**src/design/nbt_pkg.sv**
```systemverilog
// Shared types, codes and constants of the NBT stream parser.
// No dependencies; every other design file imports this package.
package nbt_pkg;

    localparam int MAX_DEPTH = 16;
    localparam int LVL_W     = $clog2(MAX_DEPTH + 1);
    localparam int ADDR_W    = $clog2(MAX_DEPTH);
    localparam int DEPTH_W   = 5;

    localparam logic [3:0] EV_HEADER    = 4'd0;
    localparam logic [3:0] EV_NAME      = 4'd1;
    localparam logic [3:0] EV_VALUE     = 4'd2;
    localparam logic [3:0] EV_STRING    = 4'd3;
    localparam logic [3:0] EV_ARR_START = 4'd4;
    localparam logic [3:0] EV_LST_START = 4'd5;
    localparam logic [3:0] EV_CMP_END   = 4'd6;
    localparam logic [3:0] EV_SEQ_END   = 4'd7;
    localparam logic [3:0] EV_DONE      = 4'd8;
    localparam logic [3:0] EV_ERROR     = 4'd9;

    localparam logic [2:0] ERR_NONE   = 3'd0;
    localparam logic [2:0] ERR_END    = 3'd1;
    localparam logic [2:0] ERR_VARINT = 3'd2;
    localparam logic [2:0] ERR_NEG    = 3'd3;
    localparam logic [2:0] ERR_TYPE   = 3'd4;
    localparam logic [2:0] ERR_ROOT   = 3'd5;
    localparam logic [2:0] ERR_DEPTH  = 3'd6;

    localparam logic [3:0] TAG_END      = 4'd0;
    localparam logic [3:0] TAG_BYTE     = 4'd1;
    localparam logic [3:0] TAG_SHORT    = 4'd2;
    localparam logic [3:0] TAG_INT      = 4'd3;
    localparam logic [3:0] TAG_LONG     = 4'd4;
    localparam logic [3:0] TAG_FLOAT    = 4'd5;
    localparam logic [3:0] TAG_DOUBLE   = 4'd6;
    localparam logic [3:0] TAG_BARR     = 4'd7;
    localparam logic [3:0] TAG_STRING   = 4'd8;
    localparam logic [3:0] TAG_LIST     = 4'd9;
    localparam logic [3:0] TAG_COMPOUND = 4'd10;
    localparam logic [3:0] TAG_IARR     = 4'd11;
    localparam logic [3:0] TAG_LARR     = 4'd12;

    localparam logic [7:0] ROOT_BYTE = 8'd10;

    localparam logic [1:0] FR_COMPOUND = 2'd0;
    localparam logic [1:0] FR_LIST     = 2'd1;
    localparam logic [1:0] FR_ARRAY    = 2'd2;

    localparam logic [1:0] FIN_RUN  = 2'd0;
    localparam logic [1:0] FIN_DONE = 2'd1;
    localparam logic [1:0] FIN_ERR  = 2'd2;

    typedef struct packed {
        logic [1:0]  kind;
        logic [3:0]  ftype;
        logic [31:0] count;
    } frame_t;

    typedef struct packed {
        logic [3:0]         kind;
        logic [3:0]         ttype;
        logic [63:0]        val;
        logic [DEPTH_W-1:0] depth;
        logic [2:0]         code;
    } evt_t;

    typedef struct packed {
        logic emit;
        logic flush;
        evt_t evt;
    } evt_req_t;

    typedef struct packed {
        logic can_emit;
        logic flush_ok;
    } evt_stat_t;

    typedef struct packed {
        logic              we;
        logic [ADDR_W-1:0] waddr;
        frame_t            wdata;
        logic              re;
        logic [ADDR_W-1:0] raddr;
    } ram_req_t;

    typedef enum logic [3:0] {
        PH_ROOT, PH_NAME_LEN, PH_NAME, PH_TAG, PH_NUM, PH_STR_LEN, PH_STR,
        PH_LIST_TYPE, PH_LIST_LEN, PH_ARR_LEN, PH_HALT
    } phase_t;

    typedef enum logic [3:0] {
        C_IDLE, C_PROC, C_LEN2, C_BEGIN, C_FI, C_FI2, C_DONE, C_EOD, C_FLUSH
    } ctrl_state_t;

    typedef enum logic [1:0] {
        NB_MORE, NB_DONE, NB_LONG
    } nb_res_t;

    function automatic logic [3:0] array_elem(input logic [3:0] t);
        if (t == TAG_BARR) begin
            return TAG_BYTE;
        end else if (t == TAG_IARR) begin
            return TAG_INT;
        end
        return TAG_LONG;
    endfunction

    function automatic evt_t mk_evt(input logic [3:0] kind, input logic [3:0] ttype,
                                    input logic [63:0] val,
                                    input logic [LVL_W-1:0] level,
                                    input logic [2:0] code);
        evt_t e;
        e.kind  = kind;
        e.ttype = ttype;
        e.val   = val;
        e.depth = DEPTH_W'(level);
        e.code  = code;
        return e;
    endfunction

endpackage

```
**src/design/nbt_stream_parser.sv**
```systemverilog
// NBT stream parser top level: format register, sequencer, frame stack, output.
// Depends on nbt_pkg, nbt_frame_ram, nbt_evt_out and nbt_parse_ctrl.
//
// Takes one NBT byte per transfer and returns its events, the last one of each byte
// flagged by m_last_in_run. A plain byte passes through the accept, decode, end-of-data
// and flush states before the next ready; starting a nested item adds C_BEGIN, with
// C_LEN2 before it for a list or array, and each stack frame visited when an item
// completes adds C_FI and C_FI2: a registered read of the frame memory, then its count
// is updated and written back. Closing the root compound adds the C_DONE state for the
// done event; the end-of-data error is raised in the C_EOD state and adds none. A stalled
// m_ready holds the sequencer once one event is held beside the output register. The user
// must write stream_format only while the block is idle; the block does not enforce it.
module nbt_stream_parser (
    input  logic               aclk,
    input  logic               aresetn,
    input  logic               cfg_wr_en,
    input  logic               cfg_wr_data,
    input  logic               s_valid,
    output logic               s_ready,
    input  logic [7:0]         s_in_byte,
    input  logic               s_end_of_data,
    output logic               m_valid,
    input  logic               m_ready,
    output logic [3:0]         m_event_kind,
    output logic [3:0]         m_tag_type,
    output logic signed [63:0] m_value,
    output logic [4:0]         m_depth,
    output logic [2:0]         m_error_code,
    output logic               m_last_in_run
);
    import nbt_pkg::*;

    logic      fmt_reg;
    evt_req_t  evt_req;
    evt_stat_t evt_stat;
    ram_req_t  ram_req;
    frame_t    ram_rd;

    always_ff @(posedge aclk) begin
        if (!aresetn) begin
            fmt_reg <= 1'b0;
        end else if (cfg_wr_en) begin
            fmt_reg <= cfg_wr_data;
        end
    end

    nbt_parse_ctrl u_ctrl (
        .aclk          (aclk),
        .aresetn       (aresetn),
        .stream_format (fmt_reg),
        .s_valid       (s_valid),
        .s_ready       (s_ready),
        .s_in_byte     (s_in_byte),
        .s_end_of_data (s_end_of_data),
        .stat          (evt_stat),
        .req           (evt_req),
        .ram           (ram_req),
        .rd_data       (ram_rd)
    );

    nbt_frame_ram u_ram (
        .aclk    (aclk),
        .req     (ram_req),
        .rd_data (ram_rd)
    );

    nbt_evt_out u_out (
        .aclk          (aclk),
        .aresetn       (aresetn),
        .req           (evt_req),
        .stat          (evt_stat),
        .m_valid       (m_valid),
        .m_ready       (m_ready),
        .m_event_kind  (m_event_kind),
        .m_tag_type    (m_tag_type),
        .m_value       (m_value),
        .m_depth       (m_depth),
        .m_error_code  (m_error_code),
        .m_last_in_run (m_last_in_run)
    );

endmodule

```
**src/design/nbt_frame_ram.sv**
```systemverilog
// Frame stack storage: one write port, one registered read port.
// Depends on nbt_pkg for the frame type and address width.
module nbt_frame_ram (
    input  logic              aclk,
    input  nbt_pkg::ram_req_t req,
    output nbt_pkg::frame_t   rd_data
);
    import nbt_pkg::*;

    frame_t mem [MAX_DEPTH];
    frame_t rd_data_reg;

    always_ff @(posedge aclk) begin
        if (req.we) begin
            mem[req.waddr] <= req.wdata;
        end
        if (req.re) begin
            rd_data_reg <= mem[req.raddr];
        end
    end

    assign rd_data = rd_data_reg;

endmodule

```
**src/design/nbt_evt_out.sv**
```systemverilog
// Result staging: a one-deep hold slot and the output register.
// Marks the last transfer of a byte on flush. Depends on nbt_pkg.
module nbt_evt_out (
    input  logic                aclk,
    input  logic                aresetn,
    input  nbt_pkg::evt_req_t   req,
    output nbt_pkg::evt_stat_t  stat,
    output logic                m_valid,
    input  logic                m_ready,
    output logic [3:0]          m_event_kind,
    output logic [3:0]          m_tag_type,
    output logic signed [63:0]  m_value,
    output logic [4:0]          m_depth,
    output logic [2:0]          m_error_code,
    output logic                m_last_in_run
);
    import nbt_pkg::*;

    evt_t pend_reg, pend_next;
    logic pend_v_reg, pend_v_next;
    evt_t out_reg, out_next;
    logic out_last_reg, out_last_next;
    logic out_v_reg, out_v_next;
    logic out_free;

    assign out_free      = !out_v_reg || m_ready;
    assign stat.can_emit = !pend_v_reg || out_free;
    assign stat.flush_ok = !pend_v_reg || out_free;

    always_comb begin
        pend_next     = pend_reg;
        pend_v_next   = pend_v_reg;
        out_next      = out_reg;
        out_last_next = out_last_reg;
        out_v_next    = out_v_reg;
        if (out_v_reg && m_ready) begin
            out_v_next = 1'b0;
        end
        if (req.emit && stat.can_emit) begin
            if (pend_v_reg) begin
                out_next      = pend_reg;
                out_last_next = 1'b0;
                out_v_next    = 1'b1;
            end
            pend_next   = req.evt;
            pend_v_next = 1'b1;
        end else if (req.flush && pend_v_reg && out_free) begin
            out_next      = pend_reg;
            out_last_next = 1'b1;
            out_v_next    = 1'b1;
            pend_v_next   = 1'b0;
        end
    end

    always_ff @(posedge aclk) begin
        if (!aresetn) begin
            pend_v_reg <= 1'b0;
            out_v_reg  <= 1'b0;
        end else begin
            pend_v_reg <= pend_v_next;
            out_v_reg  <= out_v_next;
        end
        pend_reg     <= pend_next;
        out_reg      <= out_next;
        out_last_reg <= out_last_next;
    end

    assign m_valid       = out_v_reg;
    assign m_event_kind  = out_reg.kind;
    assign m_tag_type    = out_reg.ttype;
    assign m_value       = out_reg.val;
    assign m_depth       = out_reg.depth;
    assign m_error_code  = out_reg.code;
    assign m_last_in_run = out_last_reg;

endmodule

```
**src/design/nbt_parse_ctrl.sv**
```systemverilog
// Parse sequencer: byte decoding, number assembly and frame stack
// read-modify-write. Depends on nbt_pkg; drives nbt_frame_ram and nbt_evt_out.
module nbt_parse_ctrl (
    input  logic               aclk,
    input  logic               aresetn,
    input  logic               stream_format,
    input  logic               s_valid,
    output logic               s_ready,
    input  logic [7:0]         s_in_byte,
    input  logic               s_end_of_data,
    input  nbt_pkg::evt_stat_t stat,
    output nbt_pkg::evt_req_t  req,
    output nbt_pkg::ram_req_t  ram,
    input  nbt_pkg::frame_t    rd_data
);
    import nbt_pkg::*;

    ctrl_state_t state_reg, state_next;
    phase_t      phase_reg, phase_next;
    logic [3:0]  fi_reg, fi_next;
    logic [63:0] acc_reg, acc_next;
    logic [31:0] left_reg, left_next;
    logic [3:0]  pend_reg, pend_next;
    logic [LVL_W-1:0] level_reg, level_next;
    logic [1:0]  fin_reg, fin_next;
    logic [7:0]  b_reg, b_next;
    logic        eod_reg, eod_next;
    logic [3:0]  item_reg, item_next;
    logic        lzero_reg, lzero_next;

    logic [3:0]  nb_type, fi_inc, nb_len, tt;
    logic        nb_var, is_list;
    logic [6:0]  shamt7;
    logic [63:0] acc_new, num_val;
    nb_res_t     nb_res;
    logic [31:0] len8, zz32, left_dec, cnt_dec;
    logic        go;

    assign go      = stat.can_emit;
    assign s_ready = (state_reg == C_IDLE);
    assign tt      = (b_reg > 8'd15) ? 4'd15 : b_reg[3:0];
    assign is_list = (phase_reg == PH_LIST_LEN);
    assign left_dec = (left_reg != 32'd0) ? left_reg - 32'd1 : 32'd0;
    assign cnt_dec  = (rd_data.count != 32'd0) ? rd_data.count - 32'd1 : 32'd0;

    always_comb begin
        if (phase_reg == PH_NUM) begin
            nb_type = pend_reg;
        end else if (phase_reg == PH_LIST_LEN || phase_reg == PH_ARR_LEN) begin
            nb_type = TAG_INT;
        end else begin
            nb_type = TAG_STRING;
        end
        nb_var = stream_format &&
                 (nb_type == TAG_INT || nb_type == TAG_LONG || nb_type == TAG_STRING);
        fi_inc  = fi_reg + 4'd1;
        shamt7  = {fi_reg, 3'b000} - {3'b000, fi_reg};
        acc_new = acc_reg;
        nb_len  = 4'd8;
        if (nb_var) begin
            if (fi_reg <= 4'd9) begin
                acc_new = acc_reg | ({57'd0, b_reg[6:0]} << shamt7);
            end
            if (!b_reg[7]) begin
                nb_res = NB_DONE;
            end else if (fi_inc >= ((nb_type == TAG_LONG) ? 4'd10 : 4'd5)) begin
                nb_res = NB_LONG;
            end else begin
                nb_res = NB_MORE;
            end
        end else begin
            if (!fi_reg[3]) begin
                acc_new = acc_reg | ({56'd0, b_reg} << {fi_reg[2:0], 3'b000});
            end
            case (nb_type)
                TAG_BYTE: begin
                    nb_len = 4'd1;
                end
                TAG_SHORT, TAG_STRING: begin
                    nb_len = 4'd2;
                end
                TAG_INT, TAG_FLOAT: begin
                    nb_len = 4'd4;
                end
                default: begin
                    nb_len = 4'd8;
                end
            endcase
            nb_res = (fi_inc >= nb_len) ? NB_DONE : NB_MORE;
        end

        len8 = nb_var ? acc_new[31:0] : {16'd0, acc_new[15:0]};
        zz32 = nb_var ? ((acc_new[31:0] >> 1) ^ {32{acc_new[0]}}) : acc_new[31:0];

        if (nb_var && nb_type == TAG_LONG) begin
            num_val = (acc_new >> 1) ^ {64{acc_new[0]}};
        end else begin
            case (nb_type)
                TAG_BYTE: begin
                    num_val = {{56{acc_new[7]}}, acc_new[7:0]};
                end
                TAG_SHORT: begin
                    num_val = {{48{acc_new[15]}}, acc_new[15:0]};
                end
                TAG_INT: begin
                    num_val = {{32{zz32[31]}}, zz32};
                end
                TAG_FLOAT: begin
                    num_val = {32'd0, acc_new[31:0]};
                end
                default: begin
                    num_val = acc_new;
                end
            endcase
        end
    end

    always_comb begin
        state_next = state_reg;
        phase_next = phase_reg;
        fi_next    = fi_reg;
        acc_next   = acc_reg;
        left_next  = left_reg;
        pend_next  = pend_reg;
        level_next = level_reg;
        fin_next   = fin_reg;
        b_next     = b_reg;
        eod_next   = eod_reg;
        item_next  = item_reg;
        lzero_next = lzero_reg;
        req        = '0;
        ram        = '0;

        case (state_reg)
            C_IDLE: begin
                if (s_valid) begin
                    b_next     = s_in_byte;
                    eod_next   = s_end_of_data;
                    state_next = (fin_reg == FIN_RUN) ? C_PROC : C_EOD;
                end
            end

            C_PROC: begin
                if (go) begin
                    state_next = C_EOD;
                    case (phase_reg)
                        PH_ROOT: begin
                            req.emit = 1'b1;
                            if (b_reg != ROOT_BYTE) begin
                                req.evt = mk_evt(EV_ERROR, TAG_END, 64'd0, level_reg, ERR_ROOT);
                                fin_next   = FIN_ERR;
                                phase_next = PH_HALT;
                            end else begin
                                req.evt = mk_evt(EV_HEADER, TAG_COMPOUND, {56'd0, b_reg},
                                                 level_reg, ERR_NONE);
                                pend_next  = TAG_COMPOUND;
                                phase_next = PH_NAME_LEN;
                                fi_next    = 4'd0;
                                acc_next   = 64'd0;
                            end
                        end
                        PH_NAME_LEN, PH_STR_LEN: begin
                            fi_next  = fi_inc;
                            acc_next = acc_new;
                            if (nb_res == NB_LONG) begin
                                req.emit = 1'b1;
                                req.evt  = mk_evt(EV_ERROR, TAG_END, 64'd0, level_reg,
                                                  ERR_VARINT);
                                fin_next   = FIN_ERR;
                                phase_next = PH_HALT;
                            end else if (nb_res == NB_DONE) begin
                                left_next = len8;
                                if (phase_reg == PH_NAME_LEN) begin
                                    if (len8 == 32'd0) begin
                                        item_next  = (level_reg == '0) ? TAG_COMPOUND : pend_reg;
                                        state_next = C_BEGIN;
                                    end else begin
                                        phase_next = PH_NAME;
                                    end
                                end else begin
                                    req.emit = 1'b1;
                                    req.evt  = mk_evt(EV_VALUE, TAG_STRING, {32'd0, len8},
                                                      level_reg, ERR_NONE);
                                    if (len8 == 32'd0) begin
                                        state_next = C_FI;
                                    end else begin
                                        phase_next = PH_STR;
                                    end
                                end
                            end
                        end
                        PH_NAME: begin
                            req.emit  = 1'b1;
                            req.evt   = mk_evt(EV_NAME, pend_reg, {56'd0, b_reg}, level_reg,
                                               ERR_NONE);
                            left_next = left_dec;
                            if (left_dec == 32'd0) begin
                                item_next  = (level_reg == '0) ? TAG_COMPOUND : pend_reg;
                                state_next = C_BEGIN;
                            end
                        end
                        PH_STR: begin
                            req.emit  = 1'b1;
                            req.evt   = mk_evt(EV_STRING, TAG_STRING, {56'd0, b_reg},
                                               level_reg, ERR_NONE);
                            left_next = left_dec;
                            if (left_dec == 32'd0) begin
                                state_next = C_FI;
                            end
                        end
                        PH_TAG: begin
                            req.emit = 1'b1;
                            if (b_reg == 8'd0) begin
                                if (level_reg != '0) begin
                                    level_next = level_reg - LVL_W'(1);
                                end
                                req.evt = mk_evt(EV_CMP_END, TAG_COMPOUND, 64'd0, level_next,
                                                 ERR_NONE);
                                state_next = (level_next == '0) ? C_DONE : C_FI;
                            end else begin
                                req.evt = mk_evt(EV_HEADER, tt, {56'd0, b_reg}, level_reg,
                                                 ERR_NONE);
                                pend_next  = tt;
                                phase_next = PH_NAME_LEN;
                                fi_next    = 4'd0;
                                acc_next   = 64'd0;
                            end
                        end
                        PH_NUM: begin
                            fi_next  = fi_inc;
                            acc_next = acc_new;
                            if (nb_res == NB_LONG) begin
                                req.emit = 1'b1;
                                req.evt  = mk_evt(EV_ERROR, TAG_END, 64'd0, level_reg,
                                                  ERR_VARINT);
                                fin_next   = FIN_ERR;
                                phase_next = PH_HALT;
                            end else if (nb_res == NB_DONE) begin
                                req.emit   = 1'b1;
                                req.evt    = mk_evt(EV_VALUE, pend_reg, num_val, level_reg,
                                                    ERR_NONE);
                                state_next = C_FI;
                            end
                        end
                        PH_LIST_TYPE: begin
                            pend_next  = tt;
                            phase_next = PH_LIST_LEN;
                            fi_next    = 4'd0;
                            acc_next   = 64'd0;
                        end
                        PH_LIST_LEN, PH_ARR_LEN: begin
                            fi_next  = fi_inc;
                            acc_next = acc_new;
                            if (nb_res == NB_LONG) begin
                                req.emit = 1'b1;
                                req.evt  = mk_evt(EV_ERROR, TAG_END, 64'd0, level_reg,
                                                  ERR_VARINT);
                                fin_next   = FIN_ERR;
                                phase_next = PH_HALT;
                            end else if (nb_res == NB_DONE) begin
                                req.emit = 1'b1;
                                if (zz32[31]) begin
                                    req.evt = mk_evt(EV_ERROR, TAG_END, 64'd0, level_reg,
                                                     ERR_NEG);
                                    fin_next   = FIN_ERR;
                                    phase_next = PH_HALT;
                                end else begin
                                    req.evt = mk_evt(is_list ? EV_LST_START : EV_ARR_START,
                                                     pend_reg, {32'd0, zz32}, level_reg,
                                                     ERR_NONE);
                                    left_next  = zz32;
                                    lzero_next = (zz32 == 32'd0);
                                    state_next = C_LEN2;
                                end
                            end
                        end
                        default: begin
                        end
                    endcase
                end
            end

            C_LEN2: begin
                if (go) begin
                    if (lzero_reg || (is_list && pend_reg == TAG_END)) begin
                        req.emit   = 1'b1;
                        req.evt    = mk_evt(EV_SEQ_END, pend_reg, 64'd0, level_reg, ERR_NONE);
                        state_next = C_FI;
                    end else if (level_reg >= LVL_W'(MAX_DEPTH)) begin
                        req.emit   = 1'b1;
                        req.evt    = mk_evt(EV_ERROR, TAG_END, 64'd0, level_reg, ERR_DEPTH);
                        fin_next   = FIN_ERR;
                        phase_next = PH_HALT;
                        state_next = C_EOD;
                    end else begin
                        ram.we          = 1'b1;
                        ram.waddr       = level_reg[ADDR_W-1:0];
                        ram.wdata.kind  = is_list ? FR_LIST : FR_ARRAY;
                        ram.wdata.ftype = pend_reg;
                        ram.wdata.count = left_reg;
                        level_next      = level_reg + LVL_W'(1);
                        item_next       = is_list ? pend_reg : array_elem(pend_reg);
                        state_next      = C_BEGIN;
                    end
                end
            end

            C_BEGIN: begin
                if (go) begin
                    state_next = C_EOD;
                    if (item_reg >= TAG_BYTE && item_reg <= TAG_DOUBLE) begin
                        pend_next  = item_reg;
                        phase_next = PH_NUM;
                        fi_next    = 4'd0;
                        acc_next   = 64'd0;
                    end else if (item_reg == TAG_BARR || item_reg == TAG_IARR ||
                                 item_reg == TAG_LARR) begin
                        pend_next  = item_reg;
                        phase_next = PH_ARR_LEN;
                        fi_next    = 4'd0;
                        acc_next   = 64'd0;
                    end else if (item_reg == TAG_STRING) begin
                        phase_next = PH_STR_LEN;
                        fi_next    = 4'd0;
                        acc_next   = 64'd0;
                    end else if (item_reg == TAG_LIST) begin
                        phase_next = PH_LIST_TYPE;
                    end else if (item_reg == TAG_COMPOUND) begin
                        if (level_reg >= LVL_W'(MAX_DEPTH)) begin
                            req.emit   = 1'b1;
                            req.evt    = mk_evt(EV_ERROR, TAG_END, 64'd0, level_reg,
                                                ERR_DEPTH);
                            fin_next   = FIN_ERR;
                            phase_next = PH_HALT;
                        end else begin
                            ram.we          = 1'b1;
                            ram.waddr       = level_reg[ADDR_W-1:0];
                            ram.wdata.kind  = FR_COMPOUND;
                            ram.wdata.ftype = TAG_COMPOUND;
                            ram.wdata.count = 32'd0;
                            level_next      = level_reg + LVL_W'(1);
                            phase_next      = PH_TAG;
                        end
                    end else begin
                        req.emit   = 1'b1;
                        req.evt    = mk_evt(EV_ERROR, TAG_END, 64'd0, level_reg, ERR_TYPE);
                        fin_next   = FIN_ERR;
                        phase_next = PH_HALT;
                    end
                end
            end

            C_FI: begin
                if (fin_reg != FIN_RUN || level_reg == '0) begin
                    state_next = C_EOD;
                end else begin
                    ram.re     = 1'b1;
                    ram.raddr  = ADDR_W'(level_reg - LVL_W'(1));
                    state_next = C_FI2;
                end
            end

            C_FI2: begin
                if (go) begin
                    if (rd_data.kind == FR_COMPOUND) begin
                        phase_next = PH_TAG;
                        state_next = C_EOD;
                    end else if (cnt_dec != 32'd0) begin
                        ram.we          = 1'b1;
                        ram.waddr       = ADDR_W'(level_reg - LVL_W'(1));
                        ram.wdata       = rd_data;
                        ram.wdata.count = cnt_dec;
                        item_next       = (rd_data.kind == FR_LIST) ? rd_data.ftype
                                                                    : array_elem(rd_data.ftype);
                        state_next      = C_BEGIN;
                    end else begin
                        level_next = level_reg - LVL_W'(1);
                        req.emit   = 1'b1;
                        req.evt    = mk_evt(EV_SEQ_END, rd_data.ftype, 64'd0, level_next,
                                            ERR_NONE);
                        state_next = C_FI;
                    end
                end
            end

            C_DONE: begin
                if (go) begin
                    req.emit   = 1'b1;
                    req.evt    = mk_evt(EV_DONE, TAG_END, 64'd0, level_reg, ERR_NONE);
                    fin_next   = FIN_DONE;
                    phase_next = PH_HALT;
                    state_next = C_EOD;
                end
            end

            C_EOD: begin
                if (go) begin
                    if (eod_reg) begin
                        if (fin_reg == FIN_RUN) begin
                            req.emit = 1'b1;
                            req.evt  = mk_evt(EV_ERROR, TAG_END, 64'd0, level_reg, ERR_END);
                        end
                        phase_next = PH_ROOT;
                        fi_next    = 4'd0;
                        acc_next   = 64'd0;
                        left_next  = 32'd0;
                        pend_next  = TAG_END;
                        level_next = '0;
                        fin_next   = FIN_RUN;
                    end
                    state_next = C_FLUSH;
                end
            end

            C_FLUSH: begin
                req.flush = 1'b1;
                if (stat.flush_ok) begin
                    state_next = C_IDLE;
                end
            end

            default: begin
                state_next = C_IDLE;
            end
        endcase
    end

    always_ff @(posedge aclk) begin
        if (!aresetn) begin
            state_reg <= C_IDLE;
            phase_reg <= PH_ROOT;
            fi_reg    <= 4'd0;
            acc_reg   <= 64'd0;
            left_reg  <= 32'd0;
            pend_reg  <= TAG_END;
            level_reg <= '0;
            fin_reg   <= FIN_RUN;
        end else begin
            state_reg <= state_next;
            phase_reg <= phase_next;
            fi_reg    <= fi_next;
            acc_reg   <= acc_next;
            left_reg  <= left_next;
            pend_reg  <= pend_next;
            level_reg <= level_next;
            fin_reg   <= fin_next;
        end
        b_reg     <= b_next;
        eod_reg   <= eod_next;
        item_reg  <= item_next;
        lzero_reg <= lzero_next;
    end

endmodule

```
**config.mk**
```make
export PLATFORM = sky130hd
export DESIGN_NAME = nbt_stream_parser
export DESIGN_NICKNAME = d
export VERILOG_FILES = /design/src/design/nbt_pkg.sv /design/src/design/nbt_stream_parser.sv /design/src/design/nbt_frame_ram.sv /design/src/design/nbt_evt_out.sv /design/src/design/nbt_parse_ctrl.sv
export SDC_FILE = /design/constraint.sdc
export NUM_CORES = 2
export LEC_CHECK = 0
export ABC_AREA = 1
export BUFFER_PORTS_ARGS = -buffer_cell sky130_fd_sc_hd__buf_2
export CORE_MARGIN = 10
export CORE_UTILIZATION = 39
export DETAILED_ROUTE_END_ITERATION = 8
export REMOVE_ABC_BUFFERS = 1
export SYNTH_ARGS = -nofsm -noshare
export SYNTH_HDL_FRONTEND = slang
export SYNTH_SLANG_ARGS = --single-unit
```
**constraint.sdc**
```tcl
create_clock -name aclk -period 12 [get_ports aclk]
set_clock_uncertainty 0.1 [all_clocks]
set_input_delay 0.6 -clock aclk [delete_from_list [all_inputs] [get_ports aclk]]
set_output_delay 0.6 -clock aclk [all_outputs]
set_load 0.03 [all_outputs]
```
# Word level (Yosys, flattened, before mapping)
# Memory sizes are Yosys's and may differ from the RTL's. A register that Yosys moved wholly into a read port is not among the register bits.
# Index checks and enable logic that the tools add are counted.
# totals
romBits	0
ramBits	608
memories	1
reg_bits	297
wordCells	477
latch_bits	0
# memory_table
name	words	word_bits	read_ports	rd_ports_with_merged_regs	write_ports	line_no	rtl
u_ram.mem	16	38	1	1	1	nbt_frame_ram.sv:10	frame_t mem [MAX_DEPTH];
# op_classes
div	0
shifts	2
order_cmp	7
eq_ne	87
mux	279
multipliers	0
bitwise	6
reduce_logical	63
n_addsub	6
# ops
op	count
2-to-1 mux 80 bit	26
2-to-1 mux 64 bit	13
case mux 80 bit (7 select lines)	1
2-to-1 mux 43 bit	13
case mux 64 bit (4 select lines)	2
case mux 80 bit (6 select lines)	1
2-to-1 mux 32 bit	12
2-to-1 mux 4 bit	82
case mux 64 bit (3 select lines)	1
2-to-1 mux 79 bit	2
2-to-1 mux 78 bit	2
case mux 43 bit (3 select lines)	1
bitwise OR 64 bit	2
2-to-1 mux 5 bit	24
logical NOT 32 bit	3
case mux 32 bit (3 select lines)	1
nonzero test 32 bit	3
case mux 4 bit (6 select lines)	3
case mux 32 bit (2 select lines)	1
left shift 7 x 7 -> 64 bit	1
left shift 8 x 6 -> 64 bit	1
subtractor 32 x 1 -> 32 bit, second input constant	2
XOR 63 x 64 -> 64 bit	1
case mux 4 bit (3 select lines)	5
63 further kinds	247

# Longest topological paths before layout
# logic_depth
word_depth	21
mapped_depth	27
ltp_nobuf	27

# Modules after synthesis
# Synthesis repeated with hierarchy kept, for this count alone.
# unflattened
hier_cells	5503
hier_area_um2	48079.9
# by_module_without_submodules
module	cells_per_inst	n_inst	area_each_um2	seq_area_each_um2
nbt_frame_ram	2512	1	27307.4	19398.6
nbt_parse_ctrl	2804	1	15771.4	2802.7
nbt_evt_out	181	1	4959.8	4874.7
nbt_stream_parser	6	1	41.3	20.0

# Worst setup path before layout
# OpenSTA, ideal clock, no wires.
# synth_timing
path_type	register to register
startpoint	reg u_ctrl.phase_reg[0]
endpoint	reg u_out.out_reg (netlist bit u_out.m_depth[0]), enable pin
n_path_buf	1
setup_time_ns	0.442
required_ns	11.458
setup_slack_ns	6.765
t_arrival_ns	4.694
path_stages_with_launch	23
period_less_slack_ns	5.235
cell_sequence	dfxtp_1 nor2_1 nand3_1 nand4_2 inv_1 a21oi_1 nand3_1 inv_1 clkbuf_1 nand2_1 ha_1 o21ai_0 nand2_1 nand2_1 o21ai_2 nor2_1 inv_1 nand3_1 a21oi_1 nand2_1 nand2_1 nand3_1 nand2_1
# synth_between
elab_chain_len	20
word_cells_on_any_way	53
classes_between	order compare (2); eq/ne (17); mux (19); reduce/logical (15)
# synth_lines
element	line_no	rtl
from (decl)	nbt_parse_ctrl.sv:19	phase_t phase_reg, phase_next;
from (signal assigned)	nbt_parse_ctrl.sv:440	phase_reg <= phase_next;
equality test 4 bit (on tied branches)	nbt_parse_ctrl.sv:42, nbt_parse_ctrl.sv:49, nbt_parse_ctrl.sv:146	
logical OR 1 bit	nbt_parse_ctrl.sv:49	end else if (phase_reg == PH_LIST_LEN || phase_reg == PH_ARR_LEN) begin
2-to-1 mux 4 bit	nbt_parse_ctrl.sv:49	
2-to-1 mux 4 bit	nbt_parse_ctrl.sv:47	if (phase_reg == PH_NUM) begin
equality test 4 x 3 -> 1 bit (tied with other cells)	nbt_parse_ctrl.sv:75	case (nb_type)
OR reduction 2 bit	nbt_parse_ctrl.sv:75	
case mux 4 bit (3 select lines)	nbt_parse_ctrl.sv:75	
2-to-1 mux 4 bit	nbt_parse_ctrl.sv:60	if (nb_var) begin
[4 not listed]	--	
2-to-1 mux 1 bit (on tied branches)	nbt_parse_ctrl.sv:238, nbt_parse_ctrl.sv:260, nbt_parse_ctrl.sv:171	
2-to-1 mux 1 bit (on tied branches)	nbt_parse_ctrl.sv:254, nbt_parse_ctrl.sv:165	
case mux 1 bit (3 select lines)	nbt_parse_ctrl.sv:146	case (phase_reg)
2-to-1 mux 1 bit	nbt_parse_ctrl.sv:144	if (go) begin
case mux 1 bit (6 select lines) *	nbt_parse_ctrl.sv:134	case (state_reg)
logical AND 1 bit *	nbt_evt_out.sv:39	if (req.emit && stat.can_emit) begin
inequality test 2 x 1 -> 1 bit (no line) / nonzero test 2 bit (equally long branches)	--	
AND reduction 2 bit (no line) *	--	
to (signal assigned)	nbt_evt_out.sv:64	out_reg <= out_next;
to (decl)	nbt_evt_out.sv:21	evt_t out_reg, out_next;
# Every way passes the cells marked *; elsewhere a longest branch is shown, timed or not. The select of a mux whose other input is x is not followed.
# A chain may end at the register's enable or synchronous reset.

# Worst setup path after layout
# layout_timing
startpoint	reg u_ctrl.phase_reg[0]
endpoint	reg u_out.pend_reg[47] in the netlist's numbering, enable pin
# layout_between
elab_chain_len	18
word_cells_on_any_way	50
classes_between	order compare (2); eq/ne (16); mux (19); reduce/logical (13)
# layout_lines
element	line_no	rtl
equality test 4 bit (on tied branches)	nbt_parse_ctrl.sv:42, nbt_parse_ctrl.sv:49, nbt_parse_ctrl.sv:146	
logical OR 1 bit	nbt_parse_ctrl.sv:49	
2-to-1 mux 4 bit	nbt_parse_ctrl.sv:49	
2-to-1 mux 4 bit	nbt_parse_ctrl.sv:47	
equality test 4 x 3 -> 1 bit (tied with other cells)	nbt_parse_ctrl.sv:75	
OR reduction 2 bit	nbt_parse_ctrl.sv:75	
case mux 4 bit (3 select lines)	nbt_parse_ctrl.sv:75	
2-to-1 mux 4 bit	nbt_parse_ctrl.sv:60	
[2 not listed]	--	
2-to-1 mux 2 bit	nbt_parse_ctrl.sv:60	
equality test 2 x 1 -> 1 bit	nbt_parse_ctrl.sv:171, nbt_parse_ctrl.sv:238, nbt_parse_ctrl.sv:260	
2-to-1 mux 1 bit (on tied branches)	nbt_parse_ctrl.sv:238, nbt_parse_ctrl.sv:260, nbt_parse_ctrl.sv:171	
2-to-1 mux 1 bit (on tied branches)	nbt_parse_ctrl.sv:254, nbt_parse_ctrl.sv:165	
case mux 1 bit (3 select lines)	nbt_parse_ctrl.sv:146	
2-to-1 mux 1 bit	nbt_parse_ctrl.sv:144	
case mux 1 bit (6 select lines) *	nbt_parse_ctrl.sv:134	
logical AND 1 bit *	nbt_evt_out.sv:39	
to (signal assigned)	nbt_evt_out.sv:63	pend_reg <= pend_next;
to (decl)	nbt_evt_out.sv:19	evt_t pend_reg, pend_next;
# Marked as above.

==> metrics.yaml <==
yosys:
  ys_warn_count: 0
  seq_area_frac_synth_pct: 59.4
  yosysUniqueCellTypes: 63
  synth_flop_cell: "edfxtp_1"
  syn_area_per_cell_um2: 9.49
  synthArstFlopShare_pct: 0
  syn_inst: 4808
  syn_area_um2: 45600
  synth_edf_count: 821
  synth-seq-cells: 943
detailed_routing:
  drtPass1Iterations: 8
  drt-total-wl_um: 155000
  vias_per_cell: 5.79
  wl_per_cell_um: 24.0
  vias: 37300
  route.detailed.drc: 0
  antenna_left: 0
  drtIter0Drc: 4827
sta:
  fin_crit_sh_pct: 54.9
  finalSetupViolCount: 0
  finalHoldViolations: 0
  drv_slew: 0
  max_freq_mhz: 152
  fin_hold_ws_ns: 0.267
  tightestPinTransition_ns: 1.42
  period_needed_ns: 6.59
  relSlewSlack_pct: 5.11
  rsz0062_at_grt: "false"
  setup_tns_ns: 0
pwr:
  power.total_mw: 12.0
  power.leakage_nw: 18.6
  power_density_nw_per_um2: 234
  peakVddDrop_mv: 0.169
global_routing:
  grt.overflow.total: 0
  grt_pass1_vias: 34900
  grt_use_met1_pct: 31.9
  grt.busiest_layer: "met2"
  grtUsageTotal_pct: 22.7
  antenna_found_initial: 0
  met3_usage_pct: 2.98
  met2_usage_pct: 35.5
  grt_max_degree: 95
  grt_pass1_wl_um: 230000
clocking:
  clk_latency_ns: 0.72
  cts_max_path_buffers: 3
  cts_buffers: 100
  cts_tree: "done"
  cts_sinks: 943
  h-tree-depth: 3
  clkSlewWorstSetupHoldPaths_ns: 0.06
  cts-root-buf: "clkbuf_16"
die:
  rows: 125
  start_util_pct: 39.3
  dieWidth_um: 362
  dieHeight_um: 362
  ios: 98
  coreArea_um2: 116000
  die-area_um2: 131000
setup_path:
  cp-start-kind: "flop"
  worstPathMaxFanout: 67
  cp_data_arrival_time_ns: 6.83
  criticalPathCategory: "flop to flop"
  crit_required_ns: 12.23
  cp-end-kind: "flop"
  r2r_slack_ns: 5.41
finish:
  nFillCells: 11200
  num_antenna_cells: 0
  drive_gt1_share_pct: 9.33
  stdcell_area_um2: 51300
  largest_reg_flops: 608
  nNetsFinal: 4868
  syn_to_final_growth_pct: 12.5
  final_util_pct: 44.2
placed_design:
  place.gp.congestion: 0.994
  portBuffers: 97
  dp_hpwl_um: 99000
  post_dp_cell_area_um2: 47700
outcome:
  outcome: "complete, no violations"
run:
  cap_violations: 0
min_path:
  min-delay-path-class: "input pin to flop"
## stage by stage
stage	setup WS (ns)	std cells
after floorplan	-3.15	4541
after global placement	5.60	6246
after detailed placement	5.55	6246
after CTS	5.52	6445
after global routing	4.89	6445
final	5.41	6445
## layer usage
layer	share of wire (%)	vias up
met5	0	-
met1	43	18200
met2	45	1708
li1	-	17100
met3	7.3	325
met4	4.2	0
## where the power goes
group          switching, mW  internal, mW  total, mW
logic                   3.49          1.21       4.69
clock network           1.35          1.92       3.27
registers              0.193          3.85       4.05
total                   5.03          6.98       12.0
## cell type report
class / instances / area [um^2] / area share, %
clock buffer: 121 / 2620 / 5.11
tap: 1524 / 1910 / 3.72
inverter: 358 / 1360 / 2.65
clock inverter: 67 / 877 / 1.71
timing repair buffer: 192 / 1240 / 2.41
multi-input combinational: 3240 / 16200 / 31.6
sequential: 943 / 27100 / 52.8
## cell families after synthesis
kind of cell	share of synthesized area, %
and+or+nand+nor	20.4
AOI/OAI and AO/OA	13.1
DFF	59.4
buffers and inverters	5.44
xor gates and xnor gates	1.17
adders and majority gates	0.494
## worst max-delay path, cell delays in order (launching register included)
cell and delay [ns]:
dfxtp_1 0.34, nor2_1 0.37, nand3_1 0.23, nand4_2 0.51
inv_1 0.52, a21oi_1 0.33, nand3_1 0.13, inv_1 0.89
nand2_1 0.13, ha_1 0.34, o21ai_0 0.08, nand2_1 0.06
nand2_1 0.06, o21ai_2 0.23, nor2_1 0.15, inv_1 0.16
nand3_1 0.09, a21oi_1 0.13, nand2_1 0.07, nand2_1 0.08
nand2_1 0.10, clkinv_2 0.27, buf_4 0.73
## cells in the mapped netlist (39+ instances only)
| library cell | instances | area share (%) |
|---|---|---|
| nand2_1 | 883 | 7.3 |
| inv_1 | 326 | 2.7 |
| edfxtp_1 | 821 | 54 |
| nand3_1 | 272 | 3.0 |
| dfxtp_1 | 122 | 5.4 |
| o221ai_1 | 159 | 3.1 |
| nor2_1 | 719 | 5.9 |
| o21ai_0 | 203 | 2.2 |
| xor2_1 | 45 | 0.86 |
| o21ai_1 | 45 | 0.49 |
| nand4_1 | 39 | 0.53 |
| buf_2 | 46 | 0.50 |
| clkbuf_1 | 195 | 1.6 |
| a31oi_1 | 43 | 0.59 |
| nor3_1 | 224 | 2.5 |
| o22ai_1 | 84 | 1.2 |
| a21oi_1 | 270 | 3.0 |
## worst paths after layout
check | from | endpoint | cells after the start
min reg2reg | u_out.pend_reg[25]$_DFFE_PP_ | u_out.m_value[17]$_DFFE_PP_ | 0
min | m_ready | u_out.m_valid$_SDFF_PN0_ | 6
max reg2reg | u_ctrl.phase_reg[0]$_SDFFE_PN0P_ | u_out.pend_reg[47]$_DFFE_PP_ | 22
max | u_ctrl.phase_reg[0]$_SDFFE_PN0P_ | u_out.pend_reg[47]$_DFFE_PP_ | 22
## placed cells by master (no fill, tap or decap), types with 11 or more instances in the layout
master / Yosys / routed
a21oi_1: 270 / 270
a221oi_1: 11 / 11
a31oi_1: 43 / 43
buf_2: 46 / 97
buf_4: 9 / 83
bufinv_16: 0 / 16
clkbuf_1: 195 / 18
clkbuf_16: 0 / 101
clkinv_1: 9 / 15
clkinv_2: 0 / 25
dfxtp_1: 122 / 122
dlygate4sd3_1: 0 / 11
edfxtp_1: 821 / 821
ha_1: 18 / 18
inv_1: 326 / 322
inv_2: 23 / 24
nand2_1: 883 / 881
nand3_1: 272 / 272
nand4_1: 39 / 39
nor2_1: 719 / 698
nor2_4: 3 / 24
nor3_1: 224 / 224
o211ai_1: 35 / 35
o21a_1: 11 / 11
o21ai_0: 203 / 201
o21ai_1: 45 / 47
o221ai_1: 159 / 159
o22ai_1: 84 / 84
o311ai_0: 28 / 28
or2_2: 21 / 21
xnor2_1: 14 / 14
xor2_1: 45 / 45
## timing repair
action | CTS | global route
gates resized for setup | 0 | 0
setup buffers | 0 | 0
endpoints found under the hold margin | 10 | 0
hold buffers | 11 | 0
Power figures use the tool's default switching activity.
